<file path="src/rtl/qfs_pkg.sv">
`timescale 1ns / 1ps

package qfs_pkg;

  localparam int unsigned NumDelimiters = 4;
  localparam int unsigned DelimIdxW     = $clog2(NumDelimiters);

  localparam logic [15:0] MaxStringLength = 16'hFFFF;

  localparam int unsigned CfgIdxW = 3;

  localparam logic [CfgIdxW-1:0] CfgDelimChar0 = 3'd0;
  localparam logic [CfgIdxW-1:0] CfgDelimChar1 = 3'd1;
  localparam logic [CfgIdxW-1:0] CfgDelimChar2 = 3'd2;
  localparam logic [CfgIdxW-1:0] CfgDelimChar3 = 3'd3;
  localparam logic [CfgIdxW-1:0] CfgMaxFields  = 3'd4;
  localparam logic [CfgIdxW-1:0] CfgSkipEmpty  = 3'd5;
  localparam logic [CfgIdxW-1:0] CfgOpenQuote  = 3'd6;
  localparam logic [CfgIdxW-1:0] CfgCloseQuote = 3'd7;

  localparam logic [7:0] NulChar = 8'h00;

  localparam logic [7:0] MaxFieldsReset = 8'd255;

  typedef struct packed {
    logic [7:0] char_in;
    logic       end_of_string;
  } in_item_t;

  typedef struct packed {
    logic [15:0] field_start;
    logic [15:0] field_length;
    logic [7:0]  field_index;
    logic        field_present;
    logic        last_result;
    logic [7:0]  field_count;
  } out_item_t;

endpackage

</file>
<file path="src/rtl/quoted_field_splitter_unit.sv">
`timescale 1ns / 1ps

// Splits a byte string into fields at up to four configurable delimiter bytes, except
// inside an open/close quote span, and emits each field as start offset and length,
// followed by a terminal result carrying the kept field count. One byte is accepted
// per cycle unless the result queue holds more than two results: a byte is held in
// the input register, where all splitting logic runs, and its results land in a
// four-entry result queue that drives the output. A byte may produce up to two
// results, and the output port delivers one result per cycle while out_ready_i is
// high, so a stream in which most bytes end a field and a string is limited by the
// output port; otherwise throughput is one byte per cycle. Configuration writes are
// taken at any time and must only happen while the block is idle.
module quoted_field_splitter_unit (
  input  logic                        clk_i,
  input  logic                        rst_ni,
  input  logic                        in_valid_i,
  output logic                        in_ready_o,
  input  qfs_pkg::in_item_t           in_data_i,
  output logic                        out_valid_o,
  input  logic                        out_ready_i,
  output qfs_pkg::out_item_t          out_data_o,
  input  logic                        cfg_valid_i,
  output logic                        cfg_ready_o,
  input  logic [qfs_pkg::CfgIdxW-1:0] cfg_index_i,
  input  logic [7:0]                  cfg_data_i
);

  // configuration
  logic [7:0] delim_q [qfs_pkg::NumDelimiters];
  logic [7:0] max_fields_q;
  logic       skip_empty_q;
  logic [7:0] open_quote_q;
  logic [7:0] close_quote_q;

  // string state
  logic [15:0] pos_q, pos_d;
  logic [15:0] cur_start_q, cur_start_d;
  logic [7:0]  raw_cnt_q, raw_cnt_d;
  logic [7:0]  kept_cnt_q, kept_cnt_d;
  logic        in_quotes_q, in_quotes_d;

  // input register
  logic              in_vld_q;
  qfs_pkg::in_item_t in_item_q;

  // result queue
  qfs_pkg::out_item_t rq_mem_q [4];
  logic [1:0]         rq_wr_ptr_q;
  logic [1:0]         rq_rd_ptr_q;
  logic [2:0]         rq_cnt_q;

  logic process;
  logic pop;

  logic [7:0]  c;
  logic        nz;
  logic        eos;
  logic        start_new;
  logic [7:0]  raw1;
  logic [15:0] start1;
  logic        inq1;
  logic        active;
  logic        is_open;
  logic        is_close;
  logic        delim_hit;
  logic        split;
  logic [15:0] len1;
  logic        emit1;
  logic [7:0]  kept1;
  logic [7:0]  raw2;
  logic [15:0] start2;
  logic        inq2;
  logic [15:0] pos2;
  logic [15:0] len2;
  logic        emit2;
  logic [1:0]  n_push;

  qfs_pkg::out_item_t res1, res2, wr0;

  assign cfg_ready_o = 1'b1;

  assign process    = in_vld_q && (rq_cnt_q <= 3'd2);
  assign in_ready_o = !in_vld_q || process;
  assign pop        = out_valid_o && out_ready_i;

  assign out_valid_o = (rq_cnt_q != 3'd0);
  assign out_data_o  = rq_mem_q[rq_rd_ptr_q];

  always_comb begin
    c   = in_item_q.char_in;
    nz  = (c != qfs_pkg::NulChar);
    eos = in_item_q.end_of_string || !nz;

    start_new = nz && (raw_cnt_q == 8'd0) && (max_fields_q != 8'd0);
    raw1      = start_new ? 8'd1 : raw_cnt_q;
    start1    = start_new ? pos_q : cur_start_q;
    inq1      = start_new ? 1'b0 : in_quotes_q;

    active = nz && (raw1 != 8'd0) && (raw1 < max_fields_q);

    delim_hit = 1'b0;
    for (int i = 0; i < qfs_pkg::NumDelimiters; i++) begin
      if (delim_q[i] != qfs_pkg::NulChar && delim_q[i] == c) begin
        delim_hit = 1'b1;
      end
    end

    is_open  = !inq1 && (open_quote_q != qfs_pkg::NulChar) && (c == open_quote_q);
    is_close = inq1 && (c == close_quote_q);
    split    = active && !inq1 && !is_open && delim_hit;

    len1  = pos_q - start1;
    emit1 = split && !(skip_empty_q && (len1 == 16'd0));
    kept1 = kept_cnt_q + {7'd0, emit1};

    raw2 = raw1 + {7'd0, split};
    if (split) begin
      start2 = (pos_q != qfs_pkg::MaxStringLength) ? pos_q + 16'd1 : qfs_pkg::MaxStringLength;
    end else begin
      start2 = start1;
    end

    if (active && is_open) begin
      inq2 = 1'b1;
    end else if (active && is_close) begin
      inq2 = 1'b0;
    end else begin
      inq2 = inq1;
    end

    pos2 = (nz && pos_q != qfs_pkg::MaxStringLength) ? pos_q + 16'd1 : pos_q;

    len2  = pos2 - start2;
    emit2 = (raw2 != 8'd0) && !(skip_empty_q && (len2 == 16'd0));

    res1.field_start   = start1;
    res1.field_length  = len1;
    res1.field_index   = kept_cnt_q;
    res1.field_present = 1'b1;
    res1.last_result   = 1'b0;
    res1.field_count   = 8'd0;

    if (emit2) begin
      res2.field_start   = start2;
      res2.field_length  = len2;
      res2.field_index   = kept1;
      res2.field_present = 1'b1;
      res2.last_result   = 1'b1;
      res2.field_count   = kept1 + 8'd1;
    end else begin
      res2.field_start   = 16'd0;
      res2.field_length  = 16'd0;
      res2.field_index   = 8'd0;
      res2.field_present = 1'b0;
      res2.last_result   = 1'b1;
      res2.field_count   = kept1;
    end

    wr0    = emit1 ? res1 : res2;
    n_push = {1'b0, emit1} + {1'b0, eos};

    if (eos) begin
      pos_d       = 16'd0;
      cur_start_d = 16'd0;
      raw_cnt_d   = 8'd0;
      kept_cnt_d  = 8'd0;
      in_quotes_d = 1'b0;
    end else begin
      pos_d       = pos2;
      cur_start_d = start2;
      raw_cnt_d   = raw2;
      kept_cnt_d  = kept1;
      in_quotes_d = inq2;
    end
  end

  always_ff @(posedge clk_i or negedge rst_ni) begin
    if (!rst_ni) begin
      for (int i = 0; i < qfs_pkg::NumDelimiters; i++) begin
        delim_q[i] <= qfs_pkg::NulChar;
      end
      max_fields_q  <= qfs_pkg::MaxFieldsReset;
      skip_empty_q  <= 1'b0;
      open_quote_q  <= qfs_pkg::NulChar;
      close_quote_q <= qfs_pkg::NulChar;
    end else if (cfg_valid_i && cfg_ready_o) begin
      case (cfg_index_i)
        qfs_pkg::CfgDelimChar0,
        qfs_pkg::CfgDelimChar1,
        qfs_pkg::CfgDelimChar2,
        qfs_pkg::CfgDelimChar3: begin
          delim_q[cfg_index_i[qfs_pkg::DelimIdxW-1:0]] <= cfg_data_i;
        end
        qfs_pkg::CfgMaxFields:  max_fields_q  <= cfg_data_i;
        qfs_pkg::CfgSkipEmpty:  skip_empty_q  <= cfg_data_i[0];
        qfs_pkg::CfgOpenQuote:  open_quote_q  <= cfg_data_i;
        qfs_pkg::CfgCloseQuote: close_quote_q <= cfg_data_i;
        default: begin
        end
      endcase
    end
  end

  always_ff @(posedge clk_i or negedge rst_ni) begin
    if (!rst_ni) begin
      pos_q       <= 16'd0;
      cur_start_q <= 16'd0;
      raw_cnt_q   <= 8'd0;
      kept_cnt_q  <= 8'd0;
      in_quotes_q <= 1'b0;
    end else if (process) begin
      pos_q       <= pos_d;
      cur_start_q <= cur_start_d;
      raw_cnt_q   <= raw_cnt_d;
      kept_cnt_q  <= kept_cnt_d;
      in_quotes_q <= in_quotes_d;
    end
  end

  always_ff @(posedge clk_i or negedge rst_ni) begin
    if (!rst_ni) begin
      in_vld_q <= 1'b0;
    end else if (in_ready_o) begin
      in_vld_q <= in_valid_i;
    end
  end

  always_ff @(posedge clk_i) begin
    if (in_valid_i && in_ready_o) begin
      in_item_q <= in_data_i;
    end
  end

  // result queue storage
  always_ff @(posedge clk_i) begin
    if (process) begin
      if (n_push != 2'd0) begin
        rq_mem_q[rq_wr_ptr_q] <= wr0;
      end
      if (n_push == 2'd2) begin
        rq_mem_q[rq_wr_ptr_q + 2'd1] <= res2;
      end
    end
  end

  always_ff @(posedge clk_i or negedge rst_ni) begin
    if (!rst_ni) begin
      rq_wr_ptr_q <= 2'd0;
      rq_rd_ptr_q <= 2'd0;
      rq_cnt_q    <= 3'd0;
    end else begin
      if (process) begin
        rq_wr_ptr_q <= rq_wr_ptr_q + n_push;
      end
      if (pop) begin
        rq_rd_ptr_q <= rq_rd_ptr_q + 2'd1;
      end
      rq_cnt_q <= rq_cnt_q + (process ? {1'b0, n_push} : 3'd0) - {2'd0, pop};
    end
  end

endmodule
</file>
<file path="config.mk">
export PLATFORM = sky130hd
export DESIGN_NAME = quoted_field_splitter_unit
export DESIGN_NICKNAME = d
export VERILOG_FILES = /design/src/rtl/qfs_pkg.sv /design/src/rtl/quoted_field_splitter_unit.sv
export SDC_FILE = /design/constraint.sdc
export NUM_CORES = 1
export LEC_CHECK = 0
export ABC_CLOCK_PERIOD_IN_PS = 7300
export BUFFER_PORTS_ARGS = -buffer_cell sky130_fd_sc_hd__buf_2
export CORE_MARGIN = 2
export CORE_UTILIZATION = 55
export CTS_CLUSTER_DIAMETER = 100
export DETAILED_ROUTE_END_ITERATION = 7
export GPL_ROUTABILITY_DRIVEN = 1
export PLACE_DENSITY = 0.77
export SLEW_MARGIN = 5
export SYNTH_ARGS = -nofsm -noshare
export SYNTH_HDL_FRONTEND = slang
export SYNTH_SLANG_ARGS = --single-unit
</file>
<file path="constraint.sdc">
create_clock -name clk_i -period 7.3 [get_ports clk_i]
set_input_delay 1.095 -clock clk_i [delete_from_list [all_inputs] [get_ports clk_i]]
set_output_delay 1.095 -clock clk_i [all_outputs]
set_load 0.02 [all_outputs]
</file>
==> results of run 1 <==
==> stage by stage <==
step	cells	hold WS (ps)	utilization	worst slack (ps)	cell area (sq um)
final	2189	448.9	0.6243	368.0	20880
after global routing	2189	478.9	0.6243	17.86	20880
after CTS	2189	448.6	0.6241	471.0	20870
after detailed placement	2124	440.9	0.5896	503.1	19720
after global placement	2124	427.0	0.5896	700.5	19720
after floorplan	1643	418.5	-	541.3	18600
==> registers in the layout, summed over array words and instances (netlist names), 2 cells and up <==
| signal | flops |
|---|---|
| rq_mem_q | 200 |
| kept_cnt_q | 8 |
| rq_rd_ptr_q | 2 |
| cur_start_q | 16 |
| rq_wr_ptr_q | 2 |
| close_quote_q | 8 |
| open_quote_q | 8 |
| max_fields_q | 8 |
| rq_cnt_q | 3 |
| raw_cnt_q | 8 |
| pos_q | 16 |
| c | 8 |
| delim_q | 32 |
==> worst max-delay path by stage <==
| stage | start | to | slack [ps] | cells after the start |
|---|---|---|---|---|
| after global placement | raw_cnt_q[2]$_DFFE_PN0P_ | rq_mem_q[2][7]$_DFFE_PP_ | 700 | 22 |
| after global routing | raw_cnt_q[2]$_DFFE_PN0P_ | rq_mem_q[0][4]$_DFFE_PP_ | 20 | 22 |
| after floorplan | c[4]$_DFFE_PP_ | rq_mem_q[0][2]$_DFFE_PP_ | 540 | 21 |
| after detailed placement | c[6]$_DFFE_PP_ | rq_mem_q[2][45]$_DFFE_PP_ | 500 | 22 |
| after CTS | c[6]$_DFFE_PP_ | rq_mem_q[2][15]$_DFFE_PP_ | 470 | 22 |
| final | c[0]$_DFFE_PP_ | rq_mem_q[0][12]$_DFFE_PP_ | 370 | 23 |
==> worst max-delay path: stages (launching register included) <==
cell and delay (ps):
edfxtp_1 550, nor4_1 470, nand2_1 170, nand3_2 260, buf_4 390, mux2i_1 500, ha_1 420, o211ai_1 430
a221oi_1 210, or3_1 360, a2111o_1 480, and4b_1 370, nor2_1 60, buf_4 180, inv_1 130, ha_1 260
nor4_1 80, buf_4 180, nor2_1 230, a21oi_1 70, buf_4 200, o211ai_2 120, buf_4 330, o221ai_1 180
==> logic make-up after synthesis <==
logic type | after synthesis | share of synthesized area
AO/OA/AOI/OAI | 450 | 0.1648
XOR/XNOR | 95 | 0.04474
adder cells (fa/ha/maj) | 54 | 0.03754
buffers and inverters | 165 | 0.03633
flip-flops | 323 | 0.4892
multiplexers | 140 | 0.1136
other | 1 | 0.0002016
AND/OR/NAND/NOR | 415 | 0.1135
==> metal layers <==
metal,share of wire,up-vias,GRT usage
li1,-,6535,-
met1,0.39,7168,0.3986
met2,0.47,876,0.4758
met3,0.10,157,0.05334
met4,0.040,0,0.1281
met5,0,-,0
==> final cells by class <==
type / count / area, sq um
timing repair buffer: 147 / 1041
clock inverter: 21 / 180.2
sequential: 323 / 9104
inverter: 51 / 191.4
multi-input combinational: 1155 / 8832
fill: 2553 / 12570
clock buffer: 44 / 973.4
tap: 448 / 560.5
==> placed cells by master (no fill, tap or decap), types with 9 or more instances in the layout <==
master	count
buf_2	75
nand2b_1	17
xor2_1	61
a21o_1	19
nand3_1	23
xnor2_1	34
o21ai_0	67
o22ai_1	151
inv_1	46
a22o_1	14
nand2_1	167
o211ai_1	18
buf_4	62
mux4_2	50
and3_1	13
mux2i_1	33
a211oi_1	15
nor4_1	21
dfrtp_1	104
edfxtp_1	205
a21oi_1	45
a2111oi_0	9
clkbuf_16	38
ha_1	51
nor2_1	55
buf_12	10
mux2_2	55
nand4_1	10
and2_1	13
nor3_1	32
o2111ai_1	11
o31ai_1	27
==> repair_timing <==
| action | in CTS | in global routing |
|---|---|---|
| setup buffers | 0 | 0 |
| setup endpoints to repair | 0 | 2 |
| resized for setup | 0 | 1 |
==> power breakdown <==
| group | switching [mW] | total [mW] | internal (mW) | leakage, nW |
|---|---|---|---|---|
| Combinational | 2.62 | 4.18 | 1.56 | 3.98 |
| Sequential | 0.215 | 2.47 | 2.25 | 3.36 |
| Clock | 0.755 | 1.79 | 1.03 | 0.555 |
==> results_dict.tcl, run 1 <==
set metrics [dict create \
    drc_errors 0 \
    clock_latency_ps 540 \
    reg2reg_depth 23 \
    synth_nets 1722 \
    synth-main-ff-cell "edfxtp_1" \
    numCtsBuffers 36 \
    cts_hold_buffers 0 \
    setup_tns_ps 0 \
    critPathKind "reg -> reg" \
    antennaDiodeCount 0 \
    finClkSkew_ps 15.30 \
    nNetsFinal 1793 \
    yosysMostFrequentCell "edfxtp_1" \
    rsz0062_at_grt "false" \
    synth_common_cells "edfxtp_1 (205), nand2_1 (167), o22ai_1 (151)" \
    port_buffers 76 \
    finalSetupViolCount 0 \
    worstHoldEndpoint "rq_mem_q[3][8]$_SDFFE_PP1P_" \
    hold_path_depth 2 \
    initial_utilization 0.5560 \
    syn_inst 1643 \
    htreeDepth 2 \
    required_ps 7560 \
    worst_setup_path_end_kind "register" \
    grt_pass1_vias 14391 \
    clk_pin_slew_ps 60 \
    synth_cell_types 90 \
    dr.pass1.iters 6 \
    fin_total_pwr_mw 8.436 \
    leakagePower_nw 7.894 \
    peakVddDrop_mv 0.2439 \
    via_per_inst 6.732 \
    synthArstFlopShare 0.3529 \
    outcome "finished clean" \
    finalHoldViolCount 0 \
    arrival_ps 7190 \
    ys_ff_latch 323 \
    drt_iter0_drc 1875 \
    drive_gt1_frac 0.2022 \
    tightestPinTransition_ps 1316 \
    antenna_found_initial 0 \
    crit_fanout 18 \
    dp_hpwl_mm 35.02 \
    slew_headroom 0.1204 \
    clock_sinks 323 \
    grt-ovfl-total 0 \
    rows 67 \
    grt_pass1_wl_mm 81.72 \
    fin_crit_sh 0.9496 \
    max_freq_ghz 0.1443 \
    track_usage 0.2965 \
    max_cap_violations 0 \
    yosys-top-cells-area "edfxtp_1 (33%), dfrtp_1 (14%), mux4_2 (6.1%), o22ai_1 (5.1%), ha_1 (3.4%)" \
    vias 14736 \
    rrSetupSlack_ps 370 \
    grt_max_degree 80 \
    synth_seq_area_share 0.4892 \
    die_x_um 187.9 \
    num_io_pins 78 \
    die_y_um 187.9 \
    synth.top_cell.area_share 0.3310 \
    post_drt_wl_per_cell_um 23.80 \
    syn_to_final_growth_pct 12.28 \
    route.antenna.remaining_nets 0 \
    fin_crit_ps 6932 \
    r2r_start "c[0]$_DFFE_PP_" \
    synth_top_area_cell "edfxtp_1" \
    dieArea_sq_um 35300 \
    core_area_sq_um 33450 \
    cts_root_buf "clkbuf_16" \
    rr_endpoint "rq_mem_q[0][12]$_DFFE_PP_" \
    place_congestion 0.9804 \
    critPathLaunchType "register" \
    clock_path_buffers 3 \
    netlist_area_sq_um 18600 \
    yosysWarnings 0 \
    slew_violations 0 \
    wl_mm 52.11 \
    tritoncts "done" \
    hold_class "reg -> reg" \
    powerDensity_nw_per_um2 404.0 \
    hold_start "rq_mem_q[3][8]$_SDFFE_PP1P_" \
    avgSynthCellArea_sq_um 11.32 \
    synth_enable_flop_cells 205 \
]
Note: power is estimated with default switching activity, not from simulation.
==> run 2: changes to the inputs <==
ABC_CLOCK_PERIOD_IN_PS = 5600   (was 7300)
clock period = 5.6 ns   (was 7.3 ns; I/O delays follow)
==> run 2 against run 1 <==
The run now ends with negative setup slack left. First-iteration DRC count increased by 9.4%. Highest routed layer unchanged. Power increased by 52%. Global-route usage increased by 3.4 points. Largest power group unchanged. Hold slack got worse by 58 ps. Combinational power up 75%.
==> results_dict.tcl, run 2 (synthesis results as in run 1) <==
set metrics [dict create \
    outcome "finished, violations left" \
    violations "negative setup slack" \
    finClkSkew_ps 19.92 \
    dpl.cell_count 2352 \
    max_cap_violations 0 \
    tritoncts "done" \
    final_cell_mix "buf_4 (299), edfxtp_1 (205), nand2_1 (158), o22ai_1 (150), dfrtp_1 (103)" \
    nNetsFinal 2058 \
    numCtsBuffers 36 \
    fin_cells 2455 \
    dp_hpwl_mm 39.16 \
    post_drt_wl_per_cell_um 24.20 \
    dr.pass1.iters 5 \
    grt_max_degree 64 \
    grt_pass1_vias 16271 \
    arrival_ps 6220 \
    clock_path_buffers 3 \
    core_area_sq_um 33450 \
    hold_class "in -> async" \
    drive_gt1_frac 0.3724 \
    num_io_pins 78 \
    dieArea_sq_um 35300 \
    max_stage_delay_ps 550 \
    cts_hold_buffers 0 \
    finalHoldViolCount 0 \
    worst-path-buf-inv 9 \
    largest_reg_flops 200 \
    rows 67 \
    final_common_cell "buf_4" \
    top_register "rq_mem_q" \
    cts_root_buf "clkbuf_16" \
    route.antenna.remaining_nets 0 \
    antenna_found_initial 1 \
    initial_utilization 0.5560 \
    rsz0062_at_grt "true" \
    required_ps 5970 \
    critPathKind "reg -> reg" \
    crit_fanout 15 \
    drt_iter0_drc 2051 \
    grt_pass1_wl_mm 90.62 \
    biggestRegsByFlops "rq_mem_q: 200 flops, delim_q: 32 flops" \
    wl_mm 59.41 \
    peakVddDrop_mv 0.4084 \
    layout_setup_ws_ps -254.3 \
    critPathSlowestCell "or4_4" \
    clk_pin_slew_ps 60 \
    drc_errors 0 \
    powerDensity_nw_per_um2 534.5 \
    die_x_um 187.9 \
    leakagePower_nw 9.349 \
    vias 16411 \
    htreeDepth 2 \
    tightestPinTransition_ps 1286 \
    fin_crit_sh 1.045 \
    n_fill_cell 2212 \
    critPathLaunchType "register" \
    die_y_um 187.9 \
    syn_to_final_growth_pct 29.12 \
    clock_latency_ps 540 \
    clock_sinks 323 \
    path_delay_family "simple AND/OR/NAND/NOR gates" \
    max_freq_ghz 0.1708 \
    track_usage 0.3301 \
    grt-ovfl-total 0 \
    slew_headroom 0.1403 \
    finalSetupViolCount 316 \
    place_congestion 0.9628 \
    slew_violations 0 \
    worst_setup_path_end_kind "register" \
    fin_total_pwr_mw 12.84 \
    fin_crit_ps 5854 \
    via_per_inst 6.685 \
    crit_top_cell "buf_4" \
    port_buffers 76 \
    fin_util 0.7180 \
]
==> run 2: cell types whose count changed in the layout (fill, tap and decap cells not counted), moves of 10 or more <==
cell and change:
o31ai_1 -12, ha_4 +14, o21ai_0 -10, ha_1 -16
buf_4 +237, nor2_1 -10, buf_12 +13, inv_1 -10
==> run 2: final timing paths <==
path                            slack, ps  cells past startpoint                        start                     endpoint
worst max-delay path                 -250                     27     raw_cnt_q[4]$_DFFE_PN0P_    rq_mem_q[3][31]$_DFFE_PP_
worst min-delay path                  390                      1                       rst_ni   rq_rd_ptr_q[0]$_DFFE_PN0P_
worst max register to register       -250                     27     raw_cnt_q[4]$_DFFE_PN0P_    rq_mem_q[3][31]$_DFFE_PP_
worst min register to register        450                      2  rq_mem_q[2][8]$_SDFFE_PP1P_  rq_mem_q[2][8]$_SDFFE_PP1P_
max in group asynchronous            3900                      2                       rst_ni       delim_q[8]$_DFFE_PN0P_
min in group clk_i                    450                      2  rq_mem_q[2][8]$_SDFFE_PP1P_  rq_mem_q[2][8]$_SDFFE_PP1P_
==> run 2: repair_timing <==
| item | 4_1_cts | 5_1_grt |
|---|---|---|
| endpoints found under the setup margin | 391 | 390 |
| resized for setup | 73 | 66 |
| pin swaps | 34 | 25 |
| buffers inserted | 20 | 14 |
| endpoints found under the hold margin | 0 | 0 |
| cloned | 4 | 1 |
==> run 2: final cells by class <==
type	instances	area, sq um	area share
multi-input cells	1156	9728	0.4051
flip-flops and latches	323	9105	0.3791
repair buffers	411	3304	0.1376
clock buffers	45	964.7	0.04017
well taps	448	560.5	0.02334
inverters	51	209.0	0.008701
clock inverters	20	140.1	0.005835
diodes	1	2.502	0.0001042
==> run 2: worst register-to-register path: stages (launching register included) <==
cell       delay, ps
dfrtp_1          380
or4_4            550
nor3_4           240
nand3_4          150
buf_6            220
mux2i_4          230
ha_1             340
buf_4            150
o2111ai_1        190
buf_4            190
a221o_1          370
a211oi_1         290
a311oi_1          90
buf_4            160
and4b_2          270
nor2_4           180
buf_4            150
inv_4             40
ha_4             170
nor2_2           130
and3_4           240
nor2_4            60
a31oi_4          180
o211ai_4         130
buf_12           170
buf_12           130
buf_16           140
o22ai_1          170
==> run 2: stage by stage <==
step	TNS (ps)	area (sq um)	hold WS [ps]	worst slack, ps
global route	-104590	24010	430.2	-470.4
CTS	-173.9	23520	400.9	-36.76
global placement	-35880	21850	429.7	-285.6
finish	-31970	24010	391.4	-254.3
floorplan	-49490	18980	417.8	-420.0
detailed placement	-73930	21850	437.8	-445.2
==> run 2: report_power, final <==
group	internal [mW]	total, mW	leakage, nW	switching (mW)
Sequential	2.94	3.26	3.36	0.323
Clock	1.27	2.25	0.539	0.982
Combinational	3.22	7.32	5.45	4.09
Total	7.43	12.8	9.35	5.40
==> run 2: layer usage <==
| metal | up-vias | global-route usage | share of wire |
|---|---|---|---|
| li1 | 7073 | - | - |
| met1 | 8006 | 0.4340 | 0.38 |
| met2 | 1111 | 0.5395 | 0.48 |
| met3 | 221 | 0.05540 | 0.099 |
| met4 | 0 | 0.1523 | 0.046 |
| met5 | - | 0 | 0 |
